### config.mk
export PLATFORM = sky130hd
export DESIGN_NAME = lru_key_value_cache
export DESIGN_NICKNAME = d
export VERILOG_FILES = /design/src/sv/lkv_pkg.sv /design/src/sv/lkv_ram.sv /design/src/sv/lkv_regs.sv /design/src/sv/lkv_engine.sv /design/src/sv/lru_key_value_cache.sv
export SDC_FILE = /design/constraint.sdc
export NUM_CORES = 2
export LEC_CHECK = 0
export ABC_CLOCK_PERIOD_IN_PS = 20300
export BUFFER_PORTS_ARGS = -buffer_cell sky130_fd_sc_hd__buf_2
export CAP_MARGIN = 5
export CORE_MARGIN = 2
export CORE_UTILIZATION = 55
export DETAILED_ROUTE_END_ITERATION = 7
export GPL_ROUTABILITY_DRIVEN = 0
export PLACE_DENSITY = 0.7
export SLEW_MARGIN = 20
export SYNTH_ARGS = -nofsm -noshare
export SYNTH_HDL_FRONTEND = slang
export SYNTH_SLANG_ARGS = --single-unit
### constraint.sdc
create_clock -name clk -period 20.3 [get_ports clk]
set_input_delay 2.03 -clock clk [delete_from_list [all_inputs] [get_ports clk]]
set_output_delay 2.03 -clock clk [all_outputs]
set_load 0.02 [all_outputs]
### src/sv/lkv_pkg.sv
// lkv_pkg: shared constants, codes and types of the lru key/value cache
// used by lkv_regs, lkv_engine and lru_key_value_cache; no dependencies
package lkv_pkg;

	// sizing of the cache
	localparam int ENTRIES    = 16;
	localparam int VALUE_BITS = 32;
	localparam int KEY_BITS   = 64;
	localparam int DATA_BITS  = 32;
	localparam int IDX_W      = $clog2(ENTRIES);
	localparam int RANK_W     = IDX_W;
	localparam int CNT_W      = $clog2(ENTRIES + 1);
	localparam logic [IDX_W-1:0] LAST_IDX = IDX_W'(ENTRIES - 1);

	// capacity register
	localparam int CAP_BITS = 5;
	localparam int CMP_W    = ((CNT_W > CAP_BITS) ? CNT_W : CAP_BITS) + 1;
	localparam logic [CAP_BITS-1:0] CAP_RESET = CAP_BITS'(16);

	// apb register map, one 32-bit word per register
	localparam int PADDR_W = 3;
	localparam int PDATA_W = 32;
	localparam logic REG_CAP_IDX = 1'b0;

	// request kinds; any other code acts as a probe
	localparam logic [1:0] KIND_INSERT = 2'd0;
	localparam logic [1:0] KIND_LOAD   = 2'd1;
	localparam logic [1:0] KIND_PROBE  = 2'd2;

	typedef enum logic [1:0] {
		ST_IDLE,
		ST_SCAN,
		ST_COMMIT
	} state_t;

	// one stored row: key and value
	typedef struct packed {
		logic [KEY_BITS-1:0]   key;
		logic [VALUE_BITS-1:0] value;
	} entry_t;

	typedef struct packed {
		logic [1:0]           kind;
		logic [KEY_BITS-1:0]  key;
		logic [DATA_BITS-1:0] value;
	} request_t;

	typedef struct packed {
		logic                 hit;
		logic [DATA_BITS-1:0] value_out;
		logic                 evicted;
		logic [KEY_BITS-1:0]  evicted_key;
	} result_t;

endpackage

### src/sv/lkv_ram.sv
// lkv_ram: generic single-write, single-read synchronous ram
// registered read data; no dependencies
module lkv_ram #(
	parameter int WIDTH = 8,
	parameter int DEPTH = 16
) (
	input  logic                     clk,
	input  logic                     we,
	input  logic [$clog2(DEPTH)-1:0] waddr,
	input  logic [WIDTH-1:0]         wdata,
	input  logic [$clog2(DEPTH)-1:0] raddr,
	output logic [WIDTH-1:0]         rdata
);

	logic [WIDTH-1:0] mem [DEPTH];
	logic [WIDTH-1:0] rdata_q;

	// write port
	always_ff @(posedge clk) begin
		if (we) begin
			mem[waddr] <= wdata;
		end
	end

	// registered read port
	always_ff @(posedge clk) begin
		rdata_q <= mem[raddr];
	end

	assign rdata = rdata_q;

endmodule

### src/sv/lkv_regs.sv
// lkv_regs: apb configuration register of the cache (capacity in use)
// depends on lkv_pkg
module lkv_regs import lkv_pkg::*; (
	input  logic                clk,
	input  logic                arst_n,
	input  logic                psel,
	input  logic                penable,
	input  logic                pwrite,
	input  logic [PADDR_W-1:0]  paddr,
	input  logic [PDATA_W-1:0]  pwdata,
	output logic [PDATA_W-1:0]  prdata,
	output logic                pready,
	output logic [CAP_BITS-1:0] cap
);

	logic [CAP_BITS-1:0] cap_q;
	logic                wr_en;
	logic                sel_cap;

	assign pready  = 1'b1;
	assign sel_cap = (paddr[2] == REG_CAP_IDX);
	assign wr_en   = psel & penable & pwrite & pready;

	// capacity register write
	always_ff @(posedge clk or negedge arst_n) begin
		if (!arst_n) begin
			cap_q <= CAP_RESET;
		end else if (wr_en && sel_cap) begin
			cap_q <= pwdata[CAP_BITS-1:0];
		end
	end

	// read mux
	always_comb begin
		prdata = '0;
		if (sel_cap) begin
			prdata = PDATA_W'(cap_q);
		end
	end

	assign cap = cap_q;

endmodule

### src/sv/lkv_engine.sv
// lkv_engine: lookup sequencer of the cache; scans the key/value ram one row
// a cycle, holds valid bits and recency ranks, commits and registers result
// depends on lkv_pkg
module lkv_engine import lkv_pkg::*; (
	input  logic                clk,
	input  logic                arst_n,
	input  logic                req_valid,
	output logic                req_ready,
	input  request_t            req,
	input  logic [CAP_BITS-1:0] cap,
	output logic [IDX_W-1:0]    ram_raddr,
	input  entry_t              ram_rdata,
	output logic                ram_we,
	output logic [IDX_W-1:0]    ram_waddr,
	output entry_t              ram_wdata,
	output logic                res_valid,
	input  logic                res_ready,
	output result_t             res
);

	state_t state_q, state_d;
	logic [IDX_W-1:0] cnt_q;

	// captured request
	request_t req_q;

	// scan trackers
	logic                  match_q;
	logic [IDX_W-1:0]      match_idx_q;
	logic [VALUE_BITS-1:0] match_val_q;
	logic [RANK_W-1:0]     match_rank_q;
	logic                  vic_found_q;
	logic [IDX_W-1:0]      vic_idx_q;
	logic [RANK_W-1:0]     vic_rank_q;
	logic [KEY_BITS-1:0]   vic_key_q;
	logic                  free_found_q;
	logic [IDX_W-1:0]      free_idx_q;

	// per-entry state
	logic [ENTRIES-1:0] valid_q;
	logic [RANK_W-1:0]  rank_q [ENTRIES];
	logic [CNT_W-1:0]   filled_q;

	// result register
	logic    out_valid_q;
	result_t out_q;

	// commit decisions
	logic                accept;
	logic                commit_go;
	logic                cur_valid;
	logic [RANK_W-1:0]   cur_rank;
	logic                fill_ok;
	logic [CMP_W-1:0]    cap_lim;
	logic                do_fill;
	logic                do_evict;
	logic                do_touch;
	logic                age_all;
	logic                set_valid;
	logic [IDX_W-1:0]    tgt_idx;
	logic [RANK_W-1:0]   thr;
	result_t             res_d;

	assign accept    = req_valid & req_ready;
	assign commit_go = (state_q == ST_COMMIT) && (!out_valid_q || res_ready);
	assign cur_valid = valid_q[cnt_q];
	assign cur_rank  = rank_q[cnt_q];

	// state register
	always_ff @(posedge clk or negedge arst_n) begin
		if (!arst_n) begin
			state_q <= ST_IDLE;
		end else begin
			state_q <= state_d;
		end
	end

	// next state and handshake
	always_comb begin
		state_d   = state_q;
		req_ready = 1'b0;
		unique case (state_q)
			ST_IDLE: begin
				req_ready = 1'b1;
				if (req_valid) begin
					state_d = ST_SCAN;
				end
			end
			ST_SCAN: begin
				if (cnt_q == LAST_IDX) begin
					state_d = ST_COMMIT;
				end
			end
			ST_COMMIT: begin
				if (commit_go) begin
					state_d = ST_IDLE;
				end
			end
			default: state_d = ST_IDLE;
		endcase
	end

	// read address: row 0 issued on accept, then one row ahead of the compare
	always_comb begin
		ram_raddr = '0;
		if (state_q == ST_SCAN && cnt_q != LAST_IDX) begin
			ram_raddr = cnt_q + 1'b1;
		end
	end

	// scan counter
	always_ff @(posedge clk or negedge arst_n) begin
		if (!arst_n) begin
			cnt_q <= '0;
		end else if (accept) begin
			cnt_q <= '0;
		end else if (state_q == ST_SCAN) begin
			cnt_q <= cnt_q + 1'b1;
		end
	end

	// request capture and scan trackers
	always_ff @(posedge clk) begin
		if (accept) begin
			req_q        <= req;
			match_q      <= 1'b0;
			vic_found_q  <= 1'b0;
			free_found_q <= 1'b0;
		end else if (state_q == ST_SCAN) begin
			if (cur_valid && !match_q && ram_rdata.key == req_q.key) begin
				match_q      <= 1'b1;
				match_idx_q  <= cnt_q;
				match_val_q  <= ram_rdata.value;
				match_rank_q <= cur_rank;
			end
			if (cur_valid && (!vic_found_q || cur_rank > vic_rank_q)) begin
				vic_found_q <= 1'b1;
				vic_idx_q   <= cnt_q;
				vic_rank_q  <= cur_rank;
				vic_key_q   <= ram_rdata.key;
			end
			if (!cur_valid && !free_found_q) begin
				free_found_q <= 1'b1;
				free_idx_q   <= cnt_q;
			end
		end
	end

	// effective capacity: zero acts as one, clamped to the entry count
	always_comb begin
		cap_lim = CMP_W'(cap);
		if (CMP_W'(cap) > CMP_W'(ENTRIES)) begin
			cap_lim = CMP_W'(ENTRIES);
		end
		fill_ok = (filled_q == '0) || (CMP_W'(filled_q) < cap_lim);
	end

	// commit decision and result
	always_comb begin
		do_fill   = 1'b0;
		do_evict  = 1'b0;
		do_touch  = 1'b0;
		age_all   = 1'b0;
		set_valid = 1'b0;
		tgt_idx   = match_idx_q;
		thr       = match_rank_q;
		ram_we    = 1'b0;
		ram_waddr = match_idx_q;
		ram_wdata.key   = req_q.key;
		ram_wdata.value = VALUE_BITS'(req_q.value);
		res_d.hit         = match_q;
		res_d.value_out   = '0;
		res_d.evicted     = 1'b0;
		res_d.evicted_key = '0;
		case (req_q.kind)
			KIND_INSERT: begin
				if (match_q) begin
					do_touch = 1'b1;
					ram_we   = 1'b1;
				end else if (fill_ok) begin
					do_fill   = free_found_q;
					ram_we    = free_found_q;
					ram_waddr = free_idx_q;
				end else begin
					do_evict  = vic_found_q;
					ram_we    = vic_found_q;
					ram_waddr = vic_idx_q;
				end
			end
			KIND_LOAD: begin
				if (match_q) begin
					do_touch        = 1'b1;
					res_d.value_out = DATA_BITS'(match_val_q);
				end
			end
			default: begin
			end
		endcase
		if (do_fill) begin
			age_all   = 1'b1;
			set_valid = 1'b1;
			tgt_idx   = free_idx_q;
		end
		if (do_evict) begin
			age_all           = 1'b1;
			tgt_idx           = vic_idx_q;
			res_d.evicted     = 1'b1;
			res_d.evicted_key = vic_key_q;
		end
		ram_we = ram_we & commit_go;
	end

	// valid bits, recency ranks and fill count
	always_ff @(posedge clk or negedge arst_n) begin
		if (!arst_n) begin
			valid_q  <= '0;
			filled_q <= '0;
			for (int i = 0; i < ENTRIES; i++) begin
				rank_q[i] <= '0;
			end
		end else if (commit_go && (do_fill || do_evict || do_touch)) begin
			for (int i = 0; i < ENTRIES; i++) begin
				if (IDX_W'(i) == tgt_idx) begin
					rank_q[i] <= '0;
				end else if (valid_q[i] && (age_all || rank_q[i] < thr)) begin
					rank_q[i] <= rank_q[i] + 1'b1;
				end
			end
			if (set_valid) begin
				valid_q[tgt_idx] <= 1'b1;
				filled_q         <= filled_q + 1'b1;
			end
		end
	end

	// result register, frees as soon as the result is taken
	always_ff @(posedge clk or negedge arst_n) begin
		if (!arst_n) begin
			out_valid_q <= 1'b0;
		end else if (commit_go) begin
			out_valid_q <= 1'b1;
		end else if (res_ready) begin
			out_valid_q <= 1'b0;
		end
	end

	always_ff @(posedge clk) begin
		if (commit_go) begin
			out_q <= res_d;
		end
	end

	assign res_valid = out_valid_q;
	assign res       = out_q;

endmodule

### src/sv/lru_key_value_cache.sv
// lru_key_value_cache: top level of the fully associative lru key/value cache
// depends on lkv_pkg, lkv_ram, lkv_regs and lkv_engine
//
// Each request (insert, load or probe) is scanned over every row before its
// result is registered. The read of row 0 is issued in the transfer cycle.
// Then each stored row is read in turn through the single read port of the
// key/value ram and compared. Last comes the commit state, which writes the
// ram and updates the valid bits and recency ranks. The cache is ready again
// in the idle cycle after the commit, so it takes no new request while one is
// still in flight. A result waits in the output register while the next
// request is scanned. A commit stalls only while the previous result is still
// unread. Keys and values live in the ram and are defined only once written.
// Valid bits and ranks are cleared by reset, so no clearing pass is needed.
// capacity_in_use is written over apb at byte address 0; the user must write
// it only while the cache is idle, as the block does not enforce this.
module lru_key_value_cache import lkv_pkg::*; (
	input  logic                clk,
	input  logic                arst_n,
	// request stream
	input  logic                s_tvalid,
	output logic                s_tready,
	input  logic [95:0]         s_tdata,  // lookup_key [63:0], value_in [95:64]
	input  logic [1:0]          s_tuser,  // kind [1:0]
	// result stream
	output logic                m_tvalid,
	input  logic                m_tready,
	output logic [95:0]         m_tdata,  // value_out [31:0], evicted_key [95:32]
	output logic [1:0]          m_tuser,  // hit [0], evicted [1]
	// configuration port
	input  logic                psel,
	input  logic                penable,
	input  logic                pwrite,
	input  logic [PADDR_W-1:0]  paddr,
	input  logic [PDATA_W-1:0]  pwdata,
	output logic [PDATA_W-1:0]  prdata,
	output logic                pready
);

	request_t            req;
	result_t             res;
	logic [CAP_BITS-1:0] cap;
	logic [IDX_W-1:0]    ram_raddr;
	logic [IDX_W-1:0]    ram_waddr;
	logic                ram_we;
	entry_t              ram_rdata;
	entry_t              ram_wdata;

	// unpack request transfer
	assign req.kind  = s_tuser;
	assign req.key   = s_tdata[63:0];
	assign req.value = s_tdata[95:64];

	// pack result transfer
	assign m_tdata = {res.evicted_key, res.value_out};
	assign m_tuser = {res.evicted, res.hit};

	lkv_regs u_regs (
		.clk     (clk),
		.arst_n  (arst_n),
		.psel    (psel),
		.penable (penable),
		.pwrite  (pwrite),
		.paddr   (paddr),
		.pwdata  (pwdata),
		.prdata  (prdata),
		.pready  (pready),
		.cap     (cap)
	);

	lkv_ram #(
		.WIDTH ($bits(entry_t)),
		.DEPTH (ENTRIES)
	) u_ram (
		.clk   (clk),
		.we    (ram_we),
		.waddr (ram_waddr),
		.wdata (ram_wdata),
		.raddr (ram_raddr),
		.rdata (ram_rdata)
	);

	lkv_engine u_engine (
		.clk       (clk),
		.arst_n    (arst_n),
		.req_valid (s_tvalid),
		.req_ready (s_tready),
		.req       (req),
		.cap       (cap),
		.ram_raddr (ram_raddr),
		.ram_rdata (ram_rdata),
		.ram_we    (ram_we),
		.ram_waddr (ram_waddr),
		.ram_wdata (ram_wdata),
		.res_valid (m_tvalid),
		.res_ready (m_tready),
		.res       (res)
	);

	// one request at a time: no new transfer right after one is taken
	a_one_at_a_time: assert property (@(posedge clk) disable iff (!arst_n)
		(s_tvalid && s_tready) |=> !s_tready)
		else $error("request taken while previous one still in flight");

	// an eviction only happens on an insert miss
	a_evict_not_hit: assert property (@(posedge clk) disable iff (!arst_n)
		(m_tvalid && m_tuser[1]) |-> !m_tuser[0])
		else $error("eviction reported together with a hit");

	// a value is returned only for a hit
	a_value_needs_hit: assert property (@(posedge clk) disable iff (!arst_n)
		(m_tvalid && !m_tuser[0]) |-> (m_tdata[31:0] == '0))
		else $error("nonzero value on a miss");

	// evicted key is zero unless an entry was evicted
	a_key_needs_evict: assert property (@(posedge clk) disable iff (!arst_n)
		(m_tvalid && !m_tuser[1]) |-> (m_tdata[95:32] == '0))
		else $error("evicted key without eviction");

endmodule

==> impl_metrics.toml <==
[run_status]
outcome = "completed"

[setup_path]
path_max_fanout = 110
worst_setup_path_end_kind = "flop"
r2r-end = "u_ram.rdata[7]$_DFF_P_"
start_kind = "flop"
crit_start = "u_engine.cnt_q[2]$_DFFE_PN0P_"
crit_arrival_ns = 7.13
crit_path_end = "u_ram.rdata[7]$_DFF_P_"
reg2reg_slack_ns = 13.84
r2r_start = "u_engine.cnt_q[2]$_DFFE_PN0P_"
crit_chain = "nand3_1, nand3_4, buf_12, buf_4, buf_4, buf_4, mux4_2, mux4_2"
worstPathRequired_ns = 20.98
worst_path_most_repeated_cell = "buf_4"
reg2regPathDepth = 8
path_class = "flop to flop"
max_stage_delay_ns = 0.84
cp_slowest_cell = "buf_4"

[route]
via_count = 39679
via_per_inst = 6.35
drc = 0
wl_per_cell_um = 29.0
first_pass_iters = 5
wirelength_mm = 181
drt_iter0_markers = 5064
antenna_left = 0

[logic_synthesis]
synth_edf_count = 1848
synth_cell_types = 62
synth_seq_area_share_pct = 77.3
syn_inst = 3952
ys.flop_type = "edfxtp_1"
synth_seq_cells = 2044
syn_area_um2 = 77500
ys_warn_count = 0
async_flop_share_pct = 4.75
synth_area_per_cell_um2 = 19.6

[layout]
multiInputGateArea_um2 = 16600
final_common_cell = "edfxtp_1"
drive_gt1_share_pct = 20.9
final_nets = 4412
nFillCells = 9549
fin_cells = 6245
layout_common_cells = "edfxtp_1, mux4_2, o21ai_0, buf_2, clkbuf_16"
regArea_um2 = 59900
syn_to_final_growth_pct = 12.0

[clocking]
cts_sinks = 2044
cts_tree = "built"
cts_buffers = 195
htree_levels = 4
clkTransAtPathRegs_ns = 0.06
cts_buffer_depth = 3
cts_hold_buf = 0
post-cts-setup-buffers = 0
clk_latency_ns = 0.83
cts-root-buf = "clkbuf_16"
cts_repair_resize_count = 0

[global_routing]
grt_use_met1_pct = 36.4
grt_max_degree = 187
grt.overflow.total = 0
grt_util_met2_pct = 40.8
grt_util_all_layers_pct = 25.3
grt_pass1_wl_mm = 263
antenna_found_initial = 9
grt_most_used_layer = "met2"
use_met3_pct = 4.44
grt_pass1_vias = 38758

[timing]
rsz0062_at_grt = "no"
slew_headroom_pct = 26.4
period_minus_slack_ns = 6.46
hold_ws_ns = 0.401
fin_skew_ns = 0.0377
worst_pin_slew_ns = 1.10
timing.final.hold_violations = 0
setup_viol = 0
drv_slew = 0
fin_crit_sh_pct = 31.8
fin_tns_setup_ns = 0
fmax_ghz = 0.155
setup_slack_ns = 13.84

[power]
peakVddDrop_mv = 0.253
power.leakage_nw = 28.4
total_power_mw = 11.7
powerDensity_nw_per_um2 = 135

[floorplanning]
start_util_pct = 55.4
pin_count = 273
rows = 137
fp.dieArea_um2 = 144000
fp.dieH_um = 379
core_um2 = 140000
die_x_um = 379

[placed_design]
io_buffers = 215
dp_hpwl_mm = 91.1
placed_cells = 5876
dp_worst_setup_slack_ns = 13.67

[flow_run]
maxCapViolations = 0

[hold_path]
worst_hold_path_type = "flop to flop"
cells by family (layout without fill, tap and decap cells):
logic type | after synthesis | count (layout) | synth area share, %
AND/OR/NAND/NOR | 312 | 312 | 2.19
XOR/XNOR | 118 | 118 | 1.33
adder cells (fa/ha/maj) | 75 | 75 | 1.21
other | 2 | 29 | 0.00970
multiplexers | 340 | 340 | 9.44
flip-flops | 2044 | 2044 | 77.3
buffers and inverters | 276 | 666 | 1.62
AO/OA/AOI/OAI | 785 | 785 | 6.85
final cells by class:
class / count / area share [%]
clock buffer: 287 / 6.43
timing repair buffer: 281 / 1.89
inverter: 17 / 0.0938
sequential: 2044 / 69.1
antenna: 1 / 0.00289
tap: 1876 / 2.71
clock inverter: 81 / 0.692
multi-input combinational: 1658 / 19.1
worst min-delay path by stage:
stage	from	endpoint	slack (ns)	depth (start not counted)
after floorplan	u_ram.rdata[0]$_DFF_P_	u_engine.match_val_q[0]$_DFFE_PP_	0.39	0
after global placement	u_ram.rdata[10]$_DFF_P_	u_engine.match_val_q[10]$_DFFE_PP_	0.39	0
after detailed placement	u_ram.rdata[14]$_DFF_P_	u_engine.match_val_q[14]$_DFFE_PP_	0.39	0
after CTS	u_ram.rdata[12]$_DFF_P_	u_engine.match_val_q[12]$_DFFE_PP_	0.40	0
after global routing	u_ram.rdata[16]$_DFF_P_	u_engine.match_val_q[16]$_DFFE_PP_	0.40	0
final	u_ram.rdata[16]$_DFF_P_	u_engine.match_val_q[16]$_DFFE_PP_	0.40	0
synth_stat cells, types with 2 or more instances:
library cell / number / area [um^2]
a211oi_1: 32 / 240
a21o_1: 48 / 360
a21oi_1: 41 / 205
a41o_1: 5 / 50.1
and2_1: 65 / 407
and3_1: 34 / 213
buf_1: 12 / 45.0
buf_2: 66 / 330
buf_4: 29 / 218
buf_6: 4 / 45.0
clkbuf_1: 147 / 552
conb_1: 2 / 7.51
dfrtp_1: 96 / 2400
dfxtp_1: 99 / 1980
edfxtp_1: 1848 / 55500
ha_1: 75 / 938
inv_1: 16 / 60.1
mux2_2: 6 / 67.6
mux2i_1: 22 / 220
mux4_2: 312 / 7030
nand2_1: 22 / 82.6
nand2b_1: 26 / 163
nand3_1: 7 / 35.0
nand4_1: 31 / 194
nor2_1: 90 / 338
nor2b_1: 6 / 37.5
nor3_1: 10 / 50.1
nor3_4: 2 / 32.5
nor4_1: 10 / 62.6
nor4_2: 2 / 25.0
o211a_1: 2 / 20.0
o211ai_1: 22 / 165
o21a_1: 2 / 15.0
o21ai_0: 231 / 1160
o21ai_1: 2 / 10.0
o221ai_1: 192 / 1680
o22ai_1: 194 / 1210
or2_1: 2 / 12.5
xnor2_1: 41 / 359
xor2_1: 77 / 674
flip-flops by register name (all words and copies together), names as in the netlist, 5 cells and up:
register              count
u_engine.valid_q         16
u_engine.match_val_q     32
u_engine.rank_q          64
u_engine.vic_key_q       64
u_regs.cap                5
u_engine.filled_q         5
u_ram.mem              1536
u_engine.res             98
u_ram.rdata              96
u_engine.ram_wdata       96
worst max-delay path: cells and delay by family, from the launching register on:
| family | cells | cell delay, ns |
|---|---|---|
| buffers and inverters | 4 | 2.91 |
| muxes | 2 | 1.09 |
| and+or+nand+nor | 2 | 1.32 |
| DFF | 1 | 0.78 |
stage by stage:
stage               utilization [%]  cell area, um^2
finish                         62.1            86700
CTS                            62.1            86700
floorplan                         -            77600
global placement               57.7            80600
global route                   62.1            86700
detailed placement             57.7            80600
power by group:
part	total [mW]	internal, mW	switching [mW]
clock	3.49	1.98	1.51
sequential	5.12	4.91	0.215
combinational	3.10	1.39	1.70
total	11.7	8.28	3.43
layer usage:
metal  part of all wire [%]  vias to the layer above
li1                       -                    16819
met1                     41                    20721
met2                     49                     1908
met3                    8.2                      229
met4                    1.8                        2
met5                 0.0061                        -
Note: power is estimated with default switching activity, not from simulation.
